$ cat config.mk
export PLATFORM = sky130hd
export DESIGN_NAME = resp_array_command_encoder
export DESIGN_NICKNAME = d
export VERILOG_FILES = /design/src/hdl/race_pkg.sv /design/src/hdl/resp_array_command_encoder.sv
export VERILOG_INCLUDE_DIRS = /design/src /design/src/hdl
export SDC_FILE = /design/constraint.sdc
export NUM_CORES = 1
export LEC_CHECK = 0
export BUFFER_PORTS_ARGS = -buffer_cell sky130_fd_sc_hd__buf_2
export CELL_PAD_IN_SITES_DETAIL_PLACEMENT = 1
export CELL_PAD_IN_SITES_GLOBAL_PLACEMENT = 1
export CORE_UTILIZATION = 48
export CTS_CLUSTER_DIAMETER = 30
export DETAILED_ROUTE_END_ITERATION = 10
export PLACE_DENSITY = 0.9
export SYNTH_ARGS = -nofsm -noshare
export SYNTH_HDL_FRONTEND = slang
export SYNTH_SLANG_ARGS = --single-unit
$ cat constraint.sdc
create_clock -name clk -period 3.9 [get_ports clk]
set_input_delay 0.39 -clock clk [delete_from_list [all_inputs] [get_ports clk]]
set_output_delay 0.39 -clock clk [all_outputs]
set_load 0.05 [all_outputs]
$ cat src/hdl/assert_macros.svh
// ---------------------------------------------------------------------------
// Assertion macros
// Shared wrappers for the concurrent checks of the RTL.
// ---------------------------------------------------------------------------
`ifndef ASSERT_MACROS_SVH
`define ASSERT_MACROS_SVH

// Condition holds at every clock edge outside reset.
`define ASSERT_ALWAYS(lbl, clk, rst, cond, msg) \
  lbl: assert property (@(posedge clk) disable iff (rst) (cond)) else $error(msg);

// Antecedent implies consequent in the same cycle, outside reset.
`define ASSERT_IMPLY(lbl, clk, rst, ante, cons, msg) \
  lbl: assert property (@(posedge clk) disable iff (rst) (ante) |-> (cons)) else $error(msg);

`endif

$ cat src/hdl/race_pkg.sv
// ---------------------------------------------------------------------------
// race_pkg
// Types, constants and microcode table of the RESP array command encoder.
// ---------------------------------------------------------------------------
package race_pkg;

  localparam int CNT_W     = 10;
  localparam int LEN_W     = 17;
  localparam int BYTE_W    = 8;
  localparam int MLEN_W    = 24;
  localparam int BCD_DIGITS = 5;
  localparam int DIG_PTR_W = $clog2(BCD_DIGITS);
  localparam int STEP_W    = $clog2(LEN_W + 1);
  localparam int PC_W      = 5;

  localparam int MAX_ELEMENTS       = 999;
  localparam int MAX_ELEMENT_LENGTH = 99999;

  localparam logic [MLEN_W-1:0] MLEN_MAX = '1;

  // ASCII
  localparam logic [BYTE_W-1:0] CH_STAR   = 8'h2A;
  localparam logic [BYTE_W-1:0] CH_DOLLAR = 8'h24;
  localparam logic [BYTE_W-1:0] CH_CR     = 8'h0D;
  localparam logic [BYTE_W-1:0] CH_LF     = 8'h0A;
  localparam logic [BYTE_W-1:0] CH_MINUS  = 8'h2D;
  localparam logic [BYTE_W-1:0] CH_ZERO   = 8'h30;
  localparam logic [BYTE_W-1:0] CH_ONE    = 8'h31;
  localparam logic [BYTE_W-1:0] CH_NONE   = 8'h00;

  typedef enum logic [1:0] {
    CMD_START = 2'd0,
    CMD_BULK  = 2'd1,
    CMD_NIL   = 2'd2,
    CMD_DATA  = 2'd3
  } cmd_t;

  typedef enum logic [2:0] {
    UOP_IDLE,
    UOP_CHAR,
    UOP_LOAD_TOTAL,
    UOP_LOAD_LEN,
    UOP_DABBLE,
    UOP_DIGITS,
    UOP_DATA,
    UOP_ERROR
  } uop_t;

  typedef enum logic [1:0] {
    LAST_NO,
    LAST_YES,
    LAST_IF_NOT_TAIL
  } last_t;

  // SEQ: pc+1. ALWAYS: jmp. LOOP: stay while work remains, else pc+1.
  // NIL: jmp on nil element, else pc+1. TAIL: jmp when a CR LF tail follows,
  // else back to idle.
  typedef enum logic [2:0] {
    COND_SEQ,
    COND_ALWAYS,
    COND_LOOP,
    COND_NIL,
    COND_TAIL
  } cond_t;

  typedef struct packed {
    uop_t               uop;
    logic [BYTE_W-1:0]  ch;
    last_t              last_mode;
    cond_t              cond;
    logic [PC_W-1:0]    jmp;
  } ctrl_t;

  // Program addresses
  localparam logic [PC_W-1:0] PC_IDLE    = 5'd0;
  localparam logic [PC_W-1:0] PC_HSTAR   = 5'd1;
  localparam logic [PC_W-1:0] PC_HLOAD   = 5'd2;
  localparam logic [PC_W-1:0] PC_HDAB    = 5'd3;
  localparam logic [PC_W-1:0] PC_HDIG    = 5'd4;
  localparam logic [PC_W-1:0] PC_HCR     = 5'd5;
  localparam logic [PC_W-1:0] PC_HLF     = 5'd6;
  localparam logic [PC_W-1:0] PC_BDOLLAR = 5'd7;
  localparam logic [PC_W-1:0] PC_BLOAD   = 5'd8;
  localparam logic [PC_W-1:0] PC_BDAB    = 5'd9;
  localparam logic [PC_W-1:0] PC_BDIG    = 5'd10;
  localparam logic [PC_W-1:0] PC_BCR     = 5'd11;
  localparam logic [PC_W-1:0] PC_BLF     = 5'd12;
  localparam logic [PC_W-1:0] PC_NMINUS  = 5'd13;
  localparam logic [PC_W-1:0] PC_NONE    = 5'd14;
  localparam logic [PC_W-1:0] PC_TCR     = 5'd15;
  localparam logic [PC_W-1:0] PC_TLF     = 5'd16;
  localparam logic [PC_W-1:0] PC_DATA    = 5'd17;
  localparam logic [PC_W-1:0] PC_ERROR   = 5'd18;

  function automatic ctrl_t mk_word(input uop_t uop, input logic [BYTE_W-1:0] ch,
                                    input last_t lm, input cond_t cond,
                                    input logic [PC_W-1:0] jmp);
    ctrl_t w;
    w.uop       = uop;
    w.ch        = ch;
    w.last_mode = lm;
    w.cond      = cond;
    w.jmp       = jmp;
    return w;
  endfunction

  function automatic ctrl_t ucode_rom(input logic [PC_W-1:0] pc);
    ctrl_t w;
    case (pc)
      // array head: '*' count CR LF
      PC_HSTAR:   w = mk_word(UOP_CHAR, CH_STAR, LAST_NO, COND_SEQ, PC_IDLE);
      PC_HLOAD:   w = mk_word(UOP_LOAD_TOTAL, CH_NONE, LAST_NO, COND_SEQ, PC_IDLE);
      PC_HDAB:    w = mk_word(UOP_DABBLE, CH_NONE, LAST_NO, COND_LOOP, PC_IDLE);
      PC_HDIG:    w = mk_word(UOP_DIGITS, CH_NONE, LAST_NO, COND_LOOP, PC_IDLE);
      PC_HCR:     w = mk_word(UOP_CHAR, CH_CR, LAST_NO, COND_SEQ, PC_IDLE);
      PC_HLF:     w = mk_word(UOP_CHAR, CH_LF, LAST_NO, COND_SEQ, PC_IDLE);
      // element head: '$' then length or "-1"
      PC_BDOLLAR: w = mk_word(UOP_CHAR, CH_DOLLAR, LAST_NO, COND_NIL, PC_NMINUS);
      PC_BLOAD:   w = mk_word(UOP_LOAD_LEN, CH_NONE, LAST_NO, COND_SEQ, PC_IDLE);
      PC_BDAB:    w = mk_word(UOP_DABBLE, CH_NONE, LAST_NO, COND_LOOP, PC_IDLE);
      PC_BDIG:    w = mk_word(UOP_DIGITS, CH_NONE, LAST_NO, COND_LOOP, PC_IDLE);
      PC_BCR:     w = mk_word(UOP_CHAR, CH_CR, LAST_NO, COND_SEQ, PC_IDLE);
      PC_BLF:     w = mk_word(UOP_CHAR, CH_LF, LAST_IF_NOT_TAIL, COND_TAIL, PC_TCR);
      PC_NMINUS:  w = mk_word(UOP_CHAR, CH_MINUS, LAST_NO, COND_SEQ, PC_IDLE);
      PC_NONE:    w = mk_word(UOP_CHAR, CH_ONE, LAST_NO, COND_SEQ, PC_IDLE);
      // closing CR LF
      PC_TCR:     w = mk_word(UOP_CHAR, CH_CR, LAST_NO, COND_SEQ, PC_IDLE);
      PC_TLF:     w = mk_word(UOP_CHAR, CH_LF, LAST_YES, COND_ALWAYS, PC_IDLE);
      PC_DATA:    w = mk_word(UOP_DATA, CH_NONE, LAST_IF_NOT_TAIL, COND_TAIL, PC_TCR);
      PC_ERROR:   w = mk_word(UOP_ERROR, CH_NONE, LAST_YES, COND_ALWAYS, PC_IDLE);
      default:    w = mk_word(UOP_IDLE, CH_NONE, LAST_NO, COND_ALWAYS, PC_IDLE);
    endcase
    return w;
  endfunction

endpackage

$ cat src/hdl/resp_array_command_encoder.sv
// ---------------------------------------------------------------------------
// resp_array_command_encoder
// Serializes commands as RESP arrays of bulk strings, one byte per transaction.
// ---------------------------------------------------------------------------
//
//  channel | handshake               | payload
//  --------+-------------------------+---------------------------------------
//  in      | in_valid / in_stall     | command, count_or_length, data_byte
//  out     | out_valid / out_stall   | out_byte, last, error, message_done,
//          |                         | message_length
//
//  Sequence: a start only updates the counters. A payload byte is accepted,
//  then emitted, followed by CR LF when it closes the element. An error emits
//  one zero byte. A bulk element head is accepted, loads its length, converts
//  it to BCD, one shift-add-3 step per cycle, and emits its bytes; a nil one
//  emits $-1 CR LF. The first element adds the array head: load, BCD, bytes.
//  The microcode sequencer handles one transaction at a time.
//  Reset: rst is synchronous, active high; clears the architectural counters,
//  the sequencer and out_valid. Output stall freezes the sequencer on any byte-emitting step.
//
`include "assert_macros.svh"

module resp_array_command_encoder (
  input  logic                          clk,
  input  logic                          rst,
  // input channel
  input  logic                          in_valid,
  output logic                          in_stall,
  input  logic [1:0]                    command,
  input  logic [race_pkg::LEN_W-1:0]    count_or_length,
  input  logic [race_pkg::BYTE_W-1:0]   data_byte,
  // output channel
  output logic                          out_valid,
  input  logic                          out_stall,
  output logic [race_pkg::BYTE_W-1:0]   out_byte,
  output logic                          last,
  output logic                          error,
  output logic                          message_done,
  output logic [race_pkg::MLEN_W-1:0]   message_length
);
  import race_pkg::*;

  // -------------------------------------------------------------------------
  // Architectural state
  // -------------------------------------------------------------------------
  logic [CNT_W-1:0]  element_total, element_total_next;
  logic [CNT_W-1:0]  element_count, element_count_next;
  logic [LEN_W-1:0]  payload_remaining, payload_remaining_next;
  logic              in_payload, in_payload_next;
  logic [MLEN_W-1:0] bytes_emitted, bytes_emitted_next;

  // Sequencer and datapath registers
  logic [PC_W-1:0]                  pc, pc_next;
  logic [LEN_W-1:0]                 conv_val;      // binary value being converted
  logic [BCD_DIGITS-1:0][3:0]       bcd;           // decimal digits, LSD at index 0
  logic [STEP_W-1:0]                step_cnt;      // shift-add-3 steps left
  logic [DIG_PTR_W-1:0]             dig_ptr;       // digit being emitted
  logic [BYTE_W-1:0]                data_q;        // latched payload byte
  logic [LEN_W-1:0]                 len_q;         // latched element length
  logic                             nil_q;         // current element is nil
  logic                             tail_q;        // CR LF closes this transaction
  logic                             done_q;        // message completes on last byte

  // -------------------------------------------------------------------------
  // Transaction decode (only used while idle)
  // -------------------------------------------------------------------------
  cmd_t              cmd;
  logic              in_accept;
  logic              bad;
  logic              finish;
  logic              tail_dec;
  logic [CNT_W-1:0]  count_inc;
  logic [PC_W-1:0]   entry_pc;

  assign cmd       = cmd_t'(command);
  assign in_stall  = (pc != PC_IDLE);
  assign in_accept = in_valid && !in_stall;
  assign count_inc = element_count + CNT_W'(1);

  always_comb begin
    bad      = 1'b0;
    finish   = 1'b0;
    tail_dec = 1'b0;
    entry_pc = PC_IDLE;
    case (cmd)
      CMD_START: begin
        bad = count_or_length > LEN_W'(MAX_ELEMENTS);
      end
      CMD_BULK, CMD_NIL: begin
        bad = in_payload || (element_count >= element_total) ||
              ((cmd == CMD_BULK) && (count_or_length > LEN_W'(MAX_ELEMENT_LENGTH)));
        // a nil or empty element completes right away
        finish   = (cmd == CMD_NIL) || (count_or_length == '0);
        tail_dec = (count_or_length == '0);
        entry_pc = (element_count == '0) ? PC_HSTAR : PC_BDOLLAR;
      end
      CMD_DATA: begin
        bad      = !in_payload || (payload_remaining == '0);
        finish   = (payload_remaining == LEN_W'(1));
        tail_dec = finish;
        entry_pc = PC_DATA;
      end
      default: begin
        bad = 1'b1;
      end
    endcase
    if (bad) begin
      entry_pc = PC_ERROR;
    end
  end

  // -------------------------------------------------------------------------
  // Microcode control
  // -------------------------------------------------------------------------
  ctrl_t ctrl;
  logic  emit_op;
  logic  slot_free;
  logic  step_go;
  logic  loop_more;

  assign ctrl      = ucode_rom(pc);
  assign slot_free = !out_valid || !out_stall;
  assign loop_more = (ctrl.uop == UOP_DABBLE) ? (step_cnt != STEP_W'(1)) : (dig_ptr != '0);

  always_comb begin
    emit_op = ctrl.uop inside {UOP_CHAR, UOP_DIGITS, UOP_DATA, UOP_ERROR};
    step_go = !emit_op || slot_free;
  end

  // next program counter
  always_comb begin
    pc_next = pc;
    if (pc == PC_IDLE) begin
      if (in_accept) begin
        pc_next = entry_pc;
      end
    end else if (step_go) begin
      case (ctrl.cond)
        COND_SEQ:    pc_next = pc + PC_W'(1);
        COND_ALWAYS: pc_next = ctrl.jmp;
        COND_LOOP:   pc_next = loop_more ? pc : pc + PC_W'(1);
        COND_NIL:    pc_next = nil_q ? ctrl.jmp : pc + PC_W'(1);
        COND_TAIL:   pc_next = tail_q ? ctrl.jmp : PC_IDLE;
        default:     pc_next = PC_IDLE;
      endcase
    end
  end

  // -------------------------------------------------------------------------
  // Binary to BCD, one shift-add-3 step per cycle
  // -------------------------------------------------------------------------
  logic [BCD_DIGITS-1:0][3:0] bcd_adj;
  logic [BCD_DIGITS*4:0]      bcd_shift;
  logic [BCD_DIGITS-1:0][3:0] bcd_step;
  logic [DIG_PTR_W-1:0]       top_digit;

  always_comb begin
    for (int i = 0; i < BCD_DIGITS; i++) begin
      bcd_adj[i] = (bcd[i] >= 4'd5) ? bcd[i] + 4'd3 : bcd[i];
    end
    // shift in the next binary bit; the top digit never overflows
    bcd_shift = {bcd_adj, conv_val[LEN_W-1]};
    bcd_step  = bcd_shift[BCD_DIGITS*4-1:0];
  end

  // highest nonzero digit of the finished conversion; zero prints as one digit
  always_comb begin
    top_digit = '0;
    for (int i = 0; i < BCD_DIGITS; i++) begin
      if (bcd_step[i] != 4'd0) begin
        top_digit = DIG_PTR_W'(i);
      end
    end
  end

  // -------------------------------------------------------------------------
  // Output byte and flags
  // -------------------------------------------------------------------------
  logic [BYTE_W-1:0] emit_byte;
  logic              emit_last;
  logic [MLEN_W-1:0] bytes_inc;

  assign bytes_inc = (bytes_emitted == MLEN_MAX) ? bytes_emitted : bytes_emitted + MLEN_W'(1);

  always_comb begin
    case (ctrl.uop)
      UOP_CHAR:   emit_byte = ctrl.ch;
      UOP_DIGITS: emit_byte = CH_ZERO | {4'd0, bcd[dig_ptr]};
      UOP_DATA:   emit_byte = data_q;
      default:    emit_byte = CH_NONE;
    endcase
    case (ctrl.last_mode)
      LAST_YES:         emit_last = 1'b1;
      LAST_IF_NOT_TAIL: emit_last = !tail_q;
      default:          emit_last = 1'b0;
    endcase
  end

  // -------------------------------------------------------------------------
  // Architectural state update
  // -------------------------------------------------------------------------
  always_comb begin
    element_total_next     = element_total;
    element_count_next     = element_count;
    payload_remaining_next = payload_remaining;
    in_payload_next        = in_payload;
    bytes_emitted_next     = bytes_emitted;
    if (in_accept && !bad) begin
      case (cmd)
        CMD_START: begin
          element_total_next     = count_or_length[CNT_W-1:0];
          element_count_next     = '0;
          payload_remaining_next = '0;
          in_payload_next        = 1'b0;
          bytes_emitted_next     = '0;
        end
        CMD_BULK, CMD_NIL: begin
          if (finish) begin
            element_count_next = count_inc;
          end else begin
            payload_remaining_next = count_or_length;
            in_payload_next        = 1'b1;
          end
        end
        default: begin
          payload_remaining_next = payload_remaining - LEN_W'(1);
          if (finish) begin
            in_payload_next    = 1'b0;
            element_count_next = count_inc;
          end
        end
      endcase
    end
    // error answers report the count but do not advance it
    if (emit_op && slot_free && (ctrl.uop != UOP_ERROR)) begin
      bytes_emitted_next = bytes_inc;
    end
  end

  always_ff @(posedge clk) begin
    if (rst) begin
      element_total     <= '0;
      element_count     <= '0;
      payload_remaining <= '0;
      in_payload        <= 1'b0;
      bytes_emitted     <= '0;
      pc                <= PC_IDLE;
      out_valid         <= 1'b0;
    end else begin
      element_total     <= element_total_next;
      element_count     <= element_count_next;
      payload_remaining <= payload_remaining_next;
      in_payload        <= in_payload_next;
      bytes_emitted     <= bytes_emitted_next;
      pc                <= pc_next;
      if (emit_op && slot_free) begin
        out_valid <= 1'b1;
      end else if (!out_stall) begin
        out_valid <= 1'b0;
      end
    end
  end

  // Datapath registers, no reset needed
  always_ff @(posedge clk) begin
    if (in_accept) begin
      data_q <= data_byte;
      len_q  <= count_or_length;
      nil_q  <= (cmd == CMD_NIL);
      tail_q <= tail_dec;
      done_q <= !bad && finish && (count_inc == element_total);
    end
    case (ctrl.uop)
      UOP_LOAD_TOTAL: begin
        conv_val <= LEN_W'(element_total);
        bcd      <= '0;
        step_cnt <= STEP_W'(LEN_W);
      end
      UOP_LOAD_LEN: begin
        conv_val <= len_q;
        bcd      <= '0;
        step_cnt <= STEP_W'(LEN_W);
      end
      UOP_DABBLE: begin
        conv_val <= conv_val << 1;
        bcd      <= bcd_step;
        step_cnt <= step_cnt - STEP_W'(1);
        if (step_cnt == STEP_W'(1)) begin
          dig_ptr <= top_digit;
        end
      end
      UOP_DIGITS: begin
        if (slot_free) begin
          dig_ptr <= dig_ptr - DIG_PTR_W'(1);
        end
      end
      default: begin
      end
    endcase
    if (emit_op && slot_free) begin
      out_byte       <= emit_byte;
      last           <= emit_last;
      error          <= (ctrl.uop == UOP_ERROR);
      message_done   <= emit_last && done_q && (ctrl.uop != UOP_ERROR);
      message_length <= (ctrl.uop == UOP_ERROR) ? bytes_emitted : bytes_inc;
    end
  end

  // -------------------------------------------------------------------------
  // Assertions
  // -------------------------------------------------------------------------
  `ASSERT_IMPLY(a_err_shape, clk, rst, out_valid && error, last && !message_done && out_byte == CH_NONE, "error transaction not a lone zero byte")
  `ASSERT_IMPLY(a_done_last, clk, rst, out_valid && message_done, last && !error, "message_done off the final byte")
  `ASSERT_IMPLY(a_open_payload, clk, rst, in_payload, payload_remaining != '0, "open payload with nothing remaining")
  `ASSERT_ALWAYS(a_count_bound, clk, rst, element_count <= element_total, "element count ran past total")

endmodule

### After elaboration in Yosys (flattened, before gate mapping)

Memories as Yosys holds them, arrays and structs flattened. A register that Yosys moved wholly into a read port is not among the register bits.
Index checks and enable logic that the tools add are counted.

| cells by class | value |
|---|---|
| add/subtract/negate cells | 11 |
| multiplexer cells | 49 |
| reductions and logical operators | 52 |
| order comparisons | 9 |
| equality and inequality tests | 28 |

Operator list:

| kind | count |
|---|---|
| 24-bit two-way mux | 5 |
| 17-bit case mux with 3 select lines | 1 |
| 5-bit two-way mux | 9 |
| 20-bit case mux with 2 select lines | 1 |
| 17-bit logical NOT | 2 |
| 17-bit case mux with 2 select lines | 1 |
| 5-bit case mux with 5 select lines | 1 |
| 24-bit by 1-bit adder with 24-bit output, second input constant | 1 |
| 24-bit == test, second input constant | 1 |
| 8-bit case mux with 3 select lines | 1 |
| 3-bit two-way mux | 7 |
| 4-bit by 3-bit >= comparator with 1-bit output, second input constant | 5 |
| 10-bit two-way mux | 2 |
| 4-bit two-way mux | 5 |
| 5-bit case mux with 2 select lines | 2 |
| 4-bit nonzero test | 5 |
| 17-bit by 1-bit == test with 1-bit output, second input constant | 1 |
| 17-bit by 10-bit > comparator with 1-bit output, second input constant | 1 |
| 17-bit > comparator, second input constant | 1 |
| 17-bit two-way mux | 1 |
| 17-bit by 1-bit subtractor with 17-bit output, second input constant | 1 |
| 4-bit by 2-bit adder with 4-bit output, second input constant | 4 |
| 3-bit == test, second input constant | 5 |
| 4-bit binary-select mux with 3-bit select | 1 |
| 34 further kinds | 85 |

| storage, ports and cells | value |
|---|---|
| memories | 1 |
| memory bits (read-only) | 576 |
| input port bits | 31 |
| output and inout bits | 37 |
| register bits after elaboration | 176 |
| logic and storage cells | 175 |

Memories:

| name | words | bits a word | rd ports | clocked after memory_dff | write ports | line | text |
|---|---|---|---|---|---|---|---|
| (no name shown) | 32 | 18 | 1 | 1 | 0 | race_pkg.sv:109 | `case (pc)` |

### Depth between registers and ports, before layout

| logic depth | value |
|---|---|
| word-level depth | 9 |
| mapped depth | 16 |
| gate-level depth less buffers | 16 |

### Least setup slack after synthesis

No wires, ideal clock.

| path | value |
|---|---|
| path type | in2reg |
| start point | in command[0] |
| end point | reg, netlist name ctrl[6] |
| cell stages on the path | 13 |
| data required time | 3814 ps |
| arrival time | 3270 ps |
| setup slack | 544 ps |
| buffers on the path | 1 |
| cell sequence | inv_1 > ha_1 > clkbuf_1 > a21oi_1 > o2bb2ai_1 > o31ai_1 > o21a_1 > or2_2 > ha_1 > or2_2 > nor3_1 > a31oi_1 > a211oi_1 |

| between the ends | value |
|---|---|
| cells in the longest elaborated chain, start to end | 9 |

Ends and longest elaborated chain:

| what | line | text |
|---|---|---|
| start: declaration | resp_array_command_encoder.sv:29 | `input logic [1:0] command,` |
| 2-bit by 1-bit == test with 1-bit output | resp_array_command_encoder.sv:85, resp_array_command_encoder.sv:91 |  |
| 1-bit logical AND | resp_array_command_encoder.sv:91 | `((cmd == CMD_BULK) && (count_or_length > LEN_W'(MAX_ELEMENT_LENGTH)));` |
| 1-bit logical OR | resp_array_command_encoder.sv:90 | `bad = in_payload \|\| (element_count >= element_total) \|\|` |
| 1-bit case mux with 3 select lines | resp_array_command_encoder.sv:85 | `case (cmd)` |
| 5-bit two-way mux (*) | resp_array_command_encoder.sv:107 | `if (bad) begin` |
| 5-bit two-way mux (*) | resp_array_command_encoder.sv:134 | `if (in_accept) begin` |
| 5-bit two-way mux (*) | resp_array_command_encoder.sv:133 | `if (pc == PC_IDLE) begin` |
| 5-bit two-way mux (no line) (*) (2 in a row) | n/a |  |

Every way passes the cells marked *; elsewhere a longest branch is shown, timed or not. The select of a mux whose other input is x is not followed.
A chain may end at the register's enable or synchronous reset.

### Final worst setup path

| path | value |
|---|---|
| start point | reg step_cnt[1] |
| end point | reg, netlist name ctrl[6] |

| between the ends | value |
|---|---|
| cells in the longest elaborated chain, start to end | 6 |

Ends and longest elaborated chain:

| what | line | text |
|---|---|---|
| start: declaration | resp_array_command_encoder.sv:56 | `logic [STEP_W-1:0] step_cnt;` |
| start signal: assignment | resp_array_command_encoder.sv:277 | `step_cnt <= STEP_W'(LEN_W);` |
| start signal: assignment | resp_array_command_encoder.sv:282 | `step_cnt <= STEP_W'(LEN_W);` |
| start signal: assignment | resp_array_command_encoder.sv:287 | `step_cnt <= step_cnt - STEP_W'(1);` |
| 5-bit by 1-bit inequality test with 1-bit output | resp_array_command_encoder.sv:123 | `assign loop_more = (ctrl.uop == UOP_DABBLE) ? (step_cnt != STEP_W'(1)) : (dig_ptr != '0);` |
| 1-bit two-way mux | resp_array_command_encoder.sv:123 |  |
| 3-bit inequality test (no line) | n/a |  |
| 3-bit AND reduction (no line) | n/a |  |
| 5-bit two-way mux (no line) (2 in a row) | n/a |  |

No other way between the ends.

==> qor.txt <==
Status - finished clean
Ys flop type - edfxtp_1
Resized cells post-CTS - 0
Total congestion overflow - 0
Crit path to - ctrl[6]
Worst-margin pin slew - 1200 ps
Max Slew Vio Count - 0
Maximum vdd drop - 0.298 mV
Syn Nets - 1191
DR vias - 9088
Hold Buf Count CTS - 0
Postcts setup bufs - 0
WL final - 31100 um
Core ar. - 21200 um^2
EDFF count, synth - 108
Drt via density - 6.21
Seq/Total Area, Yosys - 46.8%
Fmax - 274 MHz
Area grow syn2layout - 12.3%
Final period utilization - 93.7%
Reg2reg end - ctrl[6]
CP max FO - 7
Static Leak - 4.52 nW
R2r startpoint - step_cnt[1]
Syn Inst Count - 1116
Fin. Hold Viols - 0
Antenna violations before repair - 0
1st-iter DRT viols - 657
RSZ-0062 raised after global routing - no
CTS tree - done
Crit Path Class - register to register
Hold Path Class - primary input to register
Fraction of layout cells with a size suffix above 1 - 13.6%
Routed Antenna Nets - 0
Synthesized area per cell - 9.36 um^2
Fin Setup TNS - 0 ps
Pre-CTS setup slack - 100 ps
Worst Setup Start Kind - register
Largest net degree at the start of global routing - 63
Async S/R FF share, synth - 0%
Layout Nets - 1251
First-pass DRT Iterations - 5
Net Sw Frac - 42.5%
Reg2reg path depth - 14
Routability congestion estimate - 0.941
IO Port Bufs - 67
Setup violators final - 0
Yosys reg bits - 190
Clk_skew - 13.3 ps
Pwr Total - 8.02 mW
Pint - 4.61 mW
Hpwl dp - 21400 um
Setup slack after layout - 245 ps
Reg2Reg Setup Slack - 250 ps
WP data arrival - 4020 ps
Row count - 53
Critical path endpoint category - register
ANT cells - 0
Clock sink count - 190
Later-pin clock latency in the skew report - 450 ps
Clock slew at reported path FFs - 80 ps
Required time worst endpoint - 4270 ps
Synthesized cell area - 10400 um^2
Number of distinct library cells after synthesis - 80
Total die area - 22400 um^2
Die Ht - 150 um
CTS Buffer Depth - 2
Root buf cell - clkbuf_16
Chip width - 150 um
Routed wire per std cell - 21.2 um
Hold slack - 124 ps
H-tree lvl count - 4
Total track usage - 28.5%
Max-Cap Viols - 0
CP Launch Point - step_cnt[1]
First-pass GRT wire length - 49500 um
Vias in the first global route - 9345
Worst rel slew slack - 19.9%
P per Cell Area - 684 nW/um^2
Initial Utilization - 49.4%
Min Clock Period, post-route - 3650 ps
NetSw - 3.41 mW
Ports - 68
TritonCTS Buffers - 17
Clock power share - 21.8%
Yosys Warn Count - 0
Power share of the combinational group - 40.3%
Drt drc - 0
Seq pwr share - 37.9%
-- final cells by class --
type	instances	area, um^2
multi-input cells	818	5170
well taps	275	344
repair buffers	96	553
fillers	2411	9430
inverters	53	199
clock inverters	15	150
flip-flops and latches	190	4890
clock buffers	17	425
-- synthesized netlist by cell type (all sizes together), types with 16 or more instances --
master,number,area (um^2)
nand3,34,170
xor2,19,166
edfxtp,108,3240
dfxtp,82,1640
and3,16,100
clkbuf,49,185
nor2,129,484
nand2,99,379
inv,52,195
nand2b,16,100
nor3,22,110
xnor2,33,289
ha,44,551
o21ai,80,408
a21oi,90,450
-- metrics by stage --
stage / std cells / cell area [um^2] / utilization, %
2_1_floorplan: 1116 / 10400 / -
3_3_place_gp: 1432 / 11100 / 52.7
3_5_place_dp: 1432 / 11100 / 52.7
4_1_cts: 1464 / 11700 / 55.4
5_1_grt: 1464 / 11700 / 55.4
6_report: 1464 / 11700 / 55.4
-- power by group through the flow --
stage | clock network (mW) | registers, mW | logic (mW)
2_1_floorplan | 0 | 3.29 | 1.94
3_3_place_gp | 0 | 3.04 | 2.99
3_5_place_dp | 0 | 3.07 | 3.15
4_1_cts | 1.76 | 3.04 | 3.21
5_1_grt | 1.83 | 3.09 | 3.50
6_report | 1.75 | 3.04 | 3.23
-- state kept, by name, indices dropped and copies added, names as in the netlist, 5 cells and up --
register,cells
pc,5
bcd,20
conv_val,17
element_total,10
ctrl,14
len_q,17
element_count,10
data_q,8
out_byte,8
step_cnt,5
payload_remaining,17
message_length,24
bytes_emitted,24
-- logic make-up (layout without fill, tap and decap cells) --
kind of cell	count (synthesis)	in the layout	synth area share, %
mux	21	21	2.54
simple gates	416	416	19.7
xor+xnor	52	52	4.36
fa+ha+maj	44	44	5.27
compound gates	285	285	17.4
buf+inv	108	181	3.99
flops	190	190	46.8
-- layer usage --
metal  up-vias  track usage (%)  routed length [um]
li1       4157                -                   -
met1      4544             36.3               13100
met2       314             48.5               15600
met3        73             3.99                1660
met4         0             11.3                 767
met5         -                0                   0
-- layout by cell type (no fill, tap or decap), drive strengths merged, types with 6 or more instances in the layout --
cell type / netlist / routed
a21o: 8 / 8
nand3: 34 / 34
and3: 16 / 16
o211ai: 6 / 6
a31oi: 8 / 8
a22o: 7 / 7
nor2b: 11 / 11
nand2b: 16 / 16
a22oi: 6 / 6
mux2i: 13 / 13
a21oi: 90 / 90
edfxtp: 108 / 108
o21ai: 80 / 80
or3: 13 / 13
nand4: 9 / 9
a211oi: 10 / 10
ha: 44 / 44
xor2: 19 / 19
o21a: 6 / 6
a32oi: 6 / 6
and2: 11 / 11
buf: 6 / 96
a311oi: 6 / 6
dfxtp: 82 / 82
nand3b: 7 / 7
clkbuf: 49 / 17
clkinv: 1 / 6
xnor2: 33 / 33
or2: 7 / 7
nor2: 129 / 129
nor4: 11 / 11
o31ai: 6 / 6
nor3b: 12 / 12
nor3: 22 / 22
nand2: 99 / 99
o22ai: 11 / 11
inv: 52 / 61
-- worst min-delay path by stage --
stage / cells after the start / end / startpoint / slack, ps
6_report: 1 / data_q[5] / data_byte[5] / 120
3_3_place_gp: 2 / payload_remaining[7] / payload_remaining[7] / 470
5_1_grt: 1 / data_q[5] / data_byte[5] / 120
3_5_place_dp: 2 / payload_remaining[7] / payload_remaining[7] / 480
4_1_cts: 1 / data_q[5] / data_byte[5] / 110
2_1_floorplan: 2 / payload_remaining[7] / payload_remaining[7] / 450
-- critical path, cell delays in order (launching register included) --
cell and delay, ps:
edfxtp_1 400, inv_1 100, ha_1 140, or4b_1 490
o2111ai_2 250, o21ai_0 190, o21ai_0 270, o31ai_1 120
o21a_1 160, or2_2 360, ha_1 340, or2_2 320
nor3_1 140, a31oi_1 60, a211oi_1 240
Power figures use the tool's default switching activity.
